**src/rtl/core/multichannel_clamped_pid_top_macros.svh**
```systemverilog
// assertion macros shared by the pid controller rtl
`ifndef MULTICHANNEL_CLAMPED_PID_TOP_MACROS_SVH
`define MULTICHANNEL_CLAMPED_PID_TOP_MACROS_SVH

// consequent must hold in the same cycle as the antecedent
`define MCPID_ASSERT_SAME(name, ante, cons, msg) \
  name: assert property (@(posedge clk_i) disable iff (!rst_ni) (ante) |-> (cons)) \
    else $error(msg);

// consequent must hold in the cycle after the antecedent
`define MCPID_ASSERT_NEXT(name, ante, cons, msg) \
  name: assert property (@(posedge clk_i) disable iff (!rst_ni) (ante) |=> (cons)) \
    else $error(msg);

`endif

```
**src/rtl/core/mcpid_ram.sv**
```systemverilog
// generic single-write, single-read ram with registered read data
module mcpid_ram #(
  parameter int WIDTH = 32,
  parameter int DEPTH = 16,
  parameter int AW    = (DEPTH > 1) ? $clog2(DEPTH) : 1
) (
  input  logic             clk_i,
  input  logic             we_i,
  input  logic [AW-1:0]    waddr_i,
  input  logic [WIDTH-1:0] wdata_i,
  input  logic             re_i,
  input  logic [AW-1:0]    raddr_i,
  output logic [WIDTH-1:0] rdata_o
);

  logic [WIDTH-1:0] mem_q [DEPTH];
  logic [WIDTH-1:0] rdata_q;

  always_ff @(posedge clk_i) begin
    if (we_i) begin
      mem_q[waddr_i] <= wdata_i;
    end
    if (re_i) begin
      rdata_q <= mem_q[raddr_i];
    end
  end

  assign rdata_o = rdata_q;

endmodule

```
**config.mk**
```make
export PLATFORM = sky130hd
export DESIGN_NAME = mcpid_ram
export DESIGN_NICKNAME = d
export VERILOG_FILES = /design/src/rtl/core/multichannel_clamped_pid_top_macros.svh /design/src/rtl/core/mcpid_ram.sv
export SDC_FILE = /design/constraint.sdc
export NUM_CORES = 1
export LEC_CHECK = 0
export BUFFER_PORTS_ARGS = -buffer_cell sky130_fd_sc_hd__buf_4
export CAP_MARGIN = 40
export CORE_MARGIN = 2
export CORE_UTILIZATION = 40
export CTS_CLUSTER_DIAMETER = 200
export DETAILED_ROUTE_END_ITERATION = 6
export SLEW_MARGIN = 20
export SYNTH_ARGS = -nofsm -noshare
export SYNTH_HDL_FRONTEND = slang
export SYNTH_SLANG_ARGS = --single-unit
```
**constraint.sdc**
```tcl
create_clock -name clk_i -period 3.9 [get_ports clk_i]
set_clock_uncertainty 0.05 [all_clocks]
set_input_delay 0.195 -clock clk_i [delete_from_list [all_inputs] [get_ports clk_i]]
set_output_delay 0.195 -clock clk_i [all_outputs]
set_load 0.005 [all_outputs]
```
==> results of run 1 <==
==> power by group through the flow <==
| stage | Combinational, mW | Sequential [mW] | Clock (mW) |
|---|---|---|---|
| 2_1_floorplan | 0.314 | 6.74 | 0 |
| 4_1_cts | 0.643 | 6.63 | 5.10 |
| 6_report | 0.629 | 6.63 | 5.01 |
| 3_5_place_dp | 0.614 | 6.75 | 0 |
| 5_1_grt | 0.680 | 6.64 | 5.33 |
| 3_3_place_gp | 0.592 | 6.75 | 0 |
==> through the flow <==
stage | hold slack [ns] | utilization
final | 0.122 | 0.478
after global routing | 0.120 | 0.478
after CTS | 0.127 | 0.478
after detailed placement | 0.454 | 0.438
after global placement | 0.441 | 0.435
after floorplan | 0.244 | -
==> critical path, cell delays in order <==
cell and delay [ns]:
clkbuf_8 0.53, buf_12 0.31, mux4_2 0.52, a22oi_1 0.25
nand2_1 0.15
==> repair_timing <==
action,4_1_cts,5_1_grt
buffers inserted,0,0
hold endpoints to repair,512,0
hold buffers,32,0
==> cell families after synthesis <==
| family | after synthesis | synth area share |
|---|---|---|
| AO/OA/AOI/OAI | 64 | 0.0238 |
| AND/OR/NAND/NOR | 59 | 0.0125 |
| multiplexers | 128 | 0.143 |
| flip-flops | 544 | 0.810 |
| buffers and inverters | 43 | 0.0110 |
==> flip-flops by register name, indices dropped and copies added (netlist names) <==
register	count
mem_q	512
rdata_o	32
==> synthesized netlist by cell type <==
| library cell | n | area share |
|---|---|---|
| a22oi_1 | 64 | 0.024 |
| and2_1 | 1 | 0.00031 |
| buf_1 | 9 | 0.0017 |
| buf_2 | 4 | 0.00099 |
| buf_4 | 11 | 0.0041 |
| buf_6 | 2 | 0.0011 |
| clkbuf_1 | 17 | 0.0032 |
| edfxtp_1 | 544 | 0.81 |
| mux4_2 | 128 | 0.14 |
| nand2_1 | 33 | 0.0061 |
| nand2b_1 | 2 | 0.00062 |
| nand3_1 | 1 | 0.00025 |
| nand3b_1 | 2 | 0.00074 |
| nor2_1 | 13 | 0.0024 |
| nor2b_1 | 2 | 0.00062 |
| nor3_1 | 4 | 0.00099 |
| or3b_2 | 1 | 0.00043 |
==> routing by layer <==
metal	vias to the layer above	share of wire	GRT usage
met1	5060	0.43	0.241
met2	284	0.49	0.277
met5	-	0.00029	0
met4	2	0.016	0.0390
met3	63	0.063	0.0372
li1	3902	-	-
==> final cells by class <==
type / instances / area share
Sequential cell: 544 / 0.683
Multi-Input combinational cell: 251 / 0.157
Clock buffer: 66 / 0.0611
Timing Repair Buffer: 137 / 0.0533
Tap cell: 672 / 0.0352
Clock inverter: 30 / 0.0100
Antenna cell: 1 / 0.000105
==> path summary, 6_finish.rpt <==
path	start	endpoint	slack, ns	depth (start not counted)
worst max-delay path	raddr_i[0]	rdata_o[30]$_DFFE_PP_	2.10	5
worst max register to register	mem_q[3][0]$_DFFE_PP_	rdata_o[0]$_DFFE_PP_	2.31	3
worst min register to register	mem_q[14][3]$_DFFE_PP_	rdata_o[3]$_DFFE_PP_	0.69	3
worst min-delay path	re_i	rdata_o[1]$_DFFE_PP_	0.12	1
==> summary.md, run 1 <==
| Metric | Value |
|---|---|
| Vias | between 9k and 10k |
| Share of post-route cells with drive strength above 1 | 0.317 |
| Register area | 16300 um2 |
| Distinct cells, synth | 17 |
| CP max FO | between 50 and 60 |
| Post-cts gate resize count | 0 |
| Global-route wire length before repair | ~66000 um |
| Num CTS Buffers | 55 |
| Final Critical Period | 1.80 ns |
| Worst path arrival time | just over 2 ns |
| DRT antenna net count | 0 |
| Mapped Cells | between 800 and 900 |
| GR Util All Layers | 0.171 |
| Ys Warns | 0 |
| Placement-stage cell area | 21900 um2 |
| Comb pwr share | 0.051 |
| Leakage power | about 7.6 nW |
| Sw Share | 0.203 |
| Setup Viol. Count Final | 0 |
| Initial Utilization | 0.404 |
| Vias per inst | approximately 5.5 |
| Final hold viol count | 0 |
| Register area share after synthesis | 0.810 |
| Slew @ Worst Pin | approximately 0.73 ns |
| Largest net degree at the start of global routing | 55 |
| Core Region | 50000 um2 |
| Status | complete, no violations |
| Hold crit path type | primary input to flip-flop |
| Vias in the first global route | about 9.9k |
| Setup ws final | approximately 2.1 ns |
| Die ar. | about 52000 um2 |
| CTS max path bufs | 3 |
| Syn nets | 881 |
| Final GP Congestion | about 0.7 |
| Setup tns final | 0 ns |
| Die width | between 200 and 250 um |
| DPL Wire Length | about 24000 um |
| Port-buffer cells | 74 |
| Clock insertion delay at the later pin of the skew report | 0.59 ns |
| # rows | 82 |
| CTS tree | built |
| Clock slew at reported path FFs | roughly 0.06 ns |
| Worst endpoint required time | 4.16 ns |
| DR WL/cell | approximately 26 um |
| Fin. max-slew vios | 0 |
| Fillers | 4060 |
| Mean area per synthesized cell | about 24 um2 |
| Most common cell after layout, fill and taps aside | edfxtp_1 |
| Routed WL | between 40000 and 50000 um |
| Power Total | around 12 mW |
| Startpoint types | primary input |
| DIE HEIGHT | ~230 um |
| FF+latch count, synth | about 540 |
| Max_slew headroom | 0.512 |
| H-Tree Depth | 2 |
| VDD IR max | 0.302 mV |
| Most frequent cells in the layout | edfxtp_1, mux4_2, buf_4 |
| DP Cell Count | between 1.5k and 2k |
| Internal power | 9.77 mW |
| Clock sink count | 544 |
| Grt ovf | 0 |
| Area Growth Syn to Fin | 18.5% |
| Final worst-path cycle share | 0.460 |
| Worst setup EP type | flip-flop |
| Nets | just over 1k |
| Sw Pwr | approximately 2.5 mW |
| Multi-input logic area | approximately 3700 um2 |
| Iteration-0 DRC Markers | between 900 and 1k |
| Fmax | approximately 0.56 GHz |
| Num ports | 75 |
| CTS root buf | clkbuf_16 |
| Non-Filler Instances | roughly 1.7k |
| Pwr dens | 513 nW/um2 |
| Synthesized area | between 20000 and 25000 um2 |
| Design Area, Final | around 24000 um2 |
| Detailed Routing Iterations Pass 1 | 5 |
| Maxcap violations | 0 |
| Clock share of power | 0.408 |
| Antenna violations before repair | 3 |
| Sequential share of power | 0.540 |
| CP Class | primary input to flip-flop |
| Dpl ws | 1.44 ns |
| Residual DRC count | 0 |
| Unrepaired setup endpoints after global routing | no |
Power figures use the tool's default switching activity.
==> inputs of run 2 (changes only) <==
==> constraint.sdc (replaced) <==
create_clock -name clk_i -period 1.8 [get_ports clk_i]
set_clock_uncertainty 0.05 [all_clocks]
set_input_delay 0.09 -clock clk_i [delete_from_list [all_inputs] [get_ports clk_i]]
set_output_delay 0.09 -clock clk_i [all_outputs]
set_load 0.005 [all_outputs]
==> run 2 against run 1 <==
Net effect: register-to-register slack lost 2.0 ns; die area did not move; largest cell class unchanged; cell count grew 2.9%; combinational power is 140% higher; count of clock-buffer cells in the layout decreased by 2; sequential power grew 120%; cell area increased by 3.6%; critical endpoint is now rdata_o[7]$_DFFE_PP_; sequential share of layout area is 2.4 points lower; core utilization grew 1.7 points; hold slack worse by 0.059 ns; first-iteration DRC count shrank 8.1%.
==> summary.md, run 2 (synthesis results as in run 1) <==
| Metric | Value |
|---|---|
| Status | complete, no violations |
| Final worst-path cycle share | 0.834 |
| Area Growth Syn to Fin | 22.8% |
| Power Total | approximately 27 mW |
| CTS max path bufs | 3 |
| Final GP Congestion | roughly 0.7 |
| DPL Wire Length | ~25000 um |
| Pwr dens | roughly 1100 nW/um2 |
| Post-CTS setup buffers | 0 |
| CTS tree | built |
| Largest net degree at the start of global routing | between 40 and 50 |
| Slew @ Worst Pin | approximately 0.57 ns |
| Most common cell after layout, fill and taps aside | edfxtp_1 |
| Clock share of power | 0.421 |
| Global-route wire length before repair | ~66000 um |
| Detailed Routing Iterations Pass 1 | 5 |
| Worst reg2reg path depth | 3 |
| Vias | roughly 9.4k |
| Clock sink count | 544 |
| GR Util All Layers | 0.173 |
| Hold crit path type | primary input to flip-flop |
| Max FFs per register | a little over 500 |
| Sw Share | 0.201 |
| # diodes | 0 |
| Routed WL | ~45000 um |
| Die width | between 200 and 250 um |
| Initial Utilization | 0.404 |
| Worst setup EP type | flip-flop |
| R2R Setup Slk | between 0.2 and 0.3 ns |
| CP max FO | 1 |
| Comb pwr share | 0.054 |
| Vias in the first global route | between 9k and 10k |
| Num CTS Buffers | 54 |
| Die ar. | between 50000 and 60000 um2 |
| Fmax | 0.666 GHz |
| Vias per inst | about 5.4 |
| Hold path depth | 3 |
| CP Class | flip-flop to flip-flop |
| DIE HEIGHT | around 230 um |
| Sw Pwr | between 5 and 6 mW |
| Maxcap violations | 0 |
| Biggest register | mem_q |
| Num ports | between 70 and 80 |
| DP Cell Count | between 1.5k and 2k |
| DRT antenna net count | 0 |
| Internal power | around 22 mW |
| Fin. max-slew vios | 0 |
| # rows | 82 |
| Worst endpoint required time | approximately 2.1 ns |
| Setup Viol. Count Final | 0 |
| Leakage power | ~8 nW |
| Final hold viol count | 0 |
| Residual DRC count | 0 |
| Antenna violations before repair | 3 |
| Final Critical Period | between 1.5 and 2 ns |
| Clock insertion delay at the later pin of the skew report | roughly 0.59 ns |
| Nets | ~1.1k |
| Non-Filler Instances | 1751 |
| Clock slew at reported path FFs | 0.06 ns |
| Startpoint types | flip-flop |
| Iteration-0 DRC Markers | 858 |
| Core Region | between 40000 and 50000 um2 |
| H-Tree Depth | 2 |
| Max_slew headroom | 0.617 |
| Share of post-route cells with drive strength above 1 | 0.352 |
| Hold WS | between 0.06 and 0.07 ns |
| Unrepaired setup endpoints after global routing | no |
| Grt ovf | 0 |
| CTS root buf | clkbuf_16 |
| DR WL/cell | 25.4 um |
| Worst path arrival time | 1.78 ns |
| Most frequent cells in the layout | edfxtp_1, mux4_2, buf_4 |
| Sequential share of power | 0.525 |
| VDD IR max | 0.699 mV |
| Port-buffer cells | 74 |
run 2: cell types whose count changed in the layout (fill, tap and decap cells not counted), moves of 4 or more:
| cell | previous run | this run |
|---|---|---|
| nor3_2 | 4 | 0 |
| buf_4 | 93 | 110 |
| nor3_4 | 0 | 4 |
| clkinv_1 | 15 | 11 |
| bufinv_16 | 4 | 9 |
| buf_12 | 8 | 40 |
run 2: routing by layer:
layer	global-route usage	vias up	wire length (um)
met5	0	-	40
li1	-	4013	-
met1	0.255	5042	19900
met3	0.0371	69	2990
met4	0.0386	6	774
met2	0.268	310	20800
run 2: critical path: stages (launching register included):
cell and delay, ns:
edfxtp_1 0.37, mux4_2 0.47, a22oi_1 0.25, nand2_1 0.10
run 2: worst paths after layout:
check,to,startpoint
setup / recovery,rdata_o[7]$_DFFE_PP_,mem_q[2][7]$_DFFE_PP_
hold reg to reg,rdata_o[0]$_DFFE_PP_,mem_q[15][0]$_DFFE_PP_
setup reg to reg,rdata_o[7]$_DFFE_PP_,mem_q[2][7]$_DFFE_PP_
hold / removal,mem_q[4][3]$_DFFE_PP_,waddr_i[1]
run 2: cell type report:
type	count	area, um2
tap	672	841
sequential	544	16300
multi-input combinational	251	3780
clock inverter	35	403
fill	4008	25200
clock buffer	64	1410
timing repair buffer	185	2000
run 2: timing repair:
item	in CTS	in global routing
resized for setup	0	0
hold buffers	33	0
hold endpoints to repair	525	0
run 2: metrics by stage:
stage	utilization	instance area, um2	TNS, ns	setup slack [ns]
global route	0.496	24800	0	0.226
CTS	0.496	24800	0	0.293
floorplan	-	20200	-120.64	-0.368
detailed placement	0.453	22600	-0.0420	-0.0313
global placement	0.452	22600	-0.0223	-0.0185
finish	0.496	24800	0	0.299
run 2: power by group through the flow:
stage	Combinational, mW	Sequential [mW]	Clock (mW)
floorplan	0.685	14.6	0
global placement	1.42	14.6	0
detailed placement	1.45	14.6	0
CTS	1.52	14.4	11.7
global route	1.61	14.4	12.2
finish	1.49	14.4	11.5
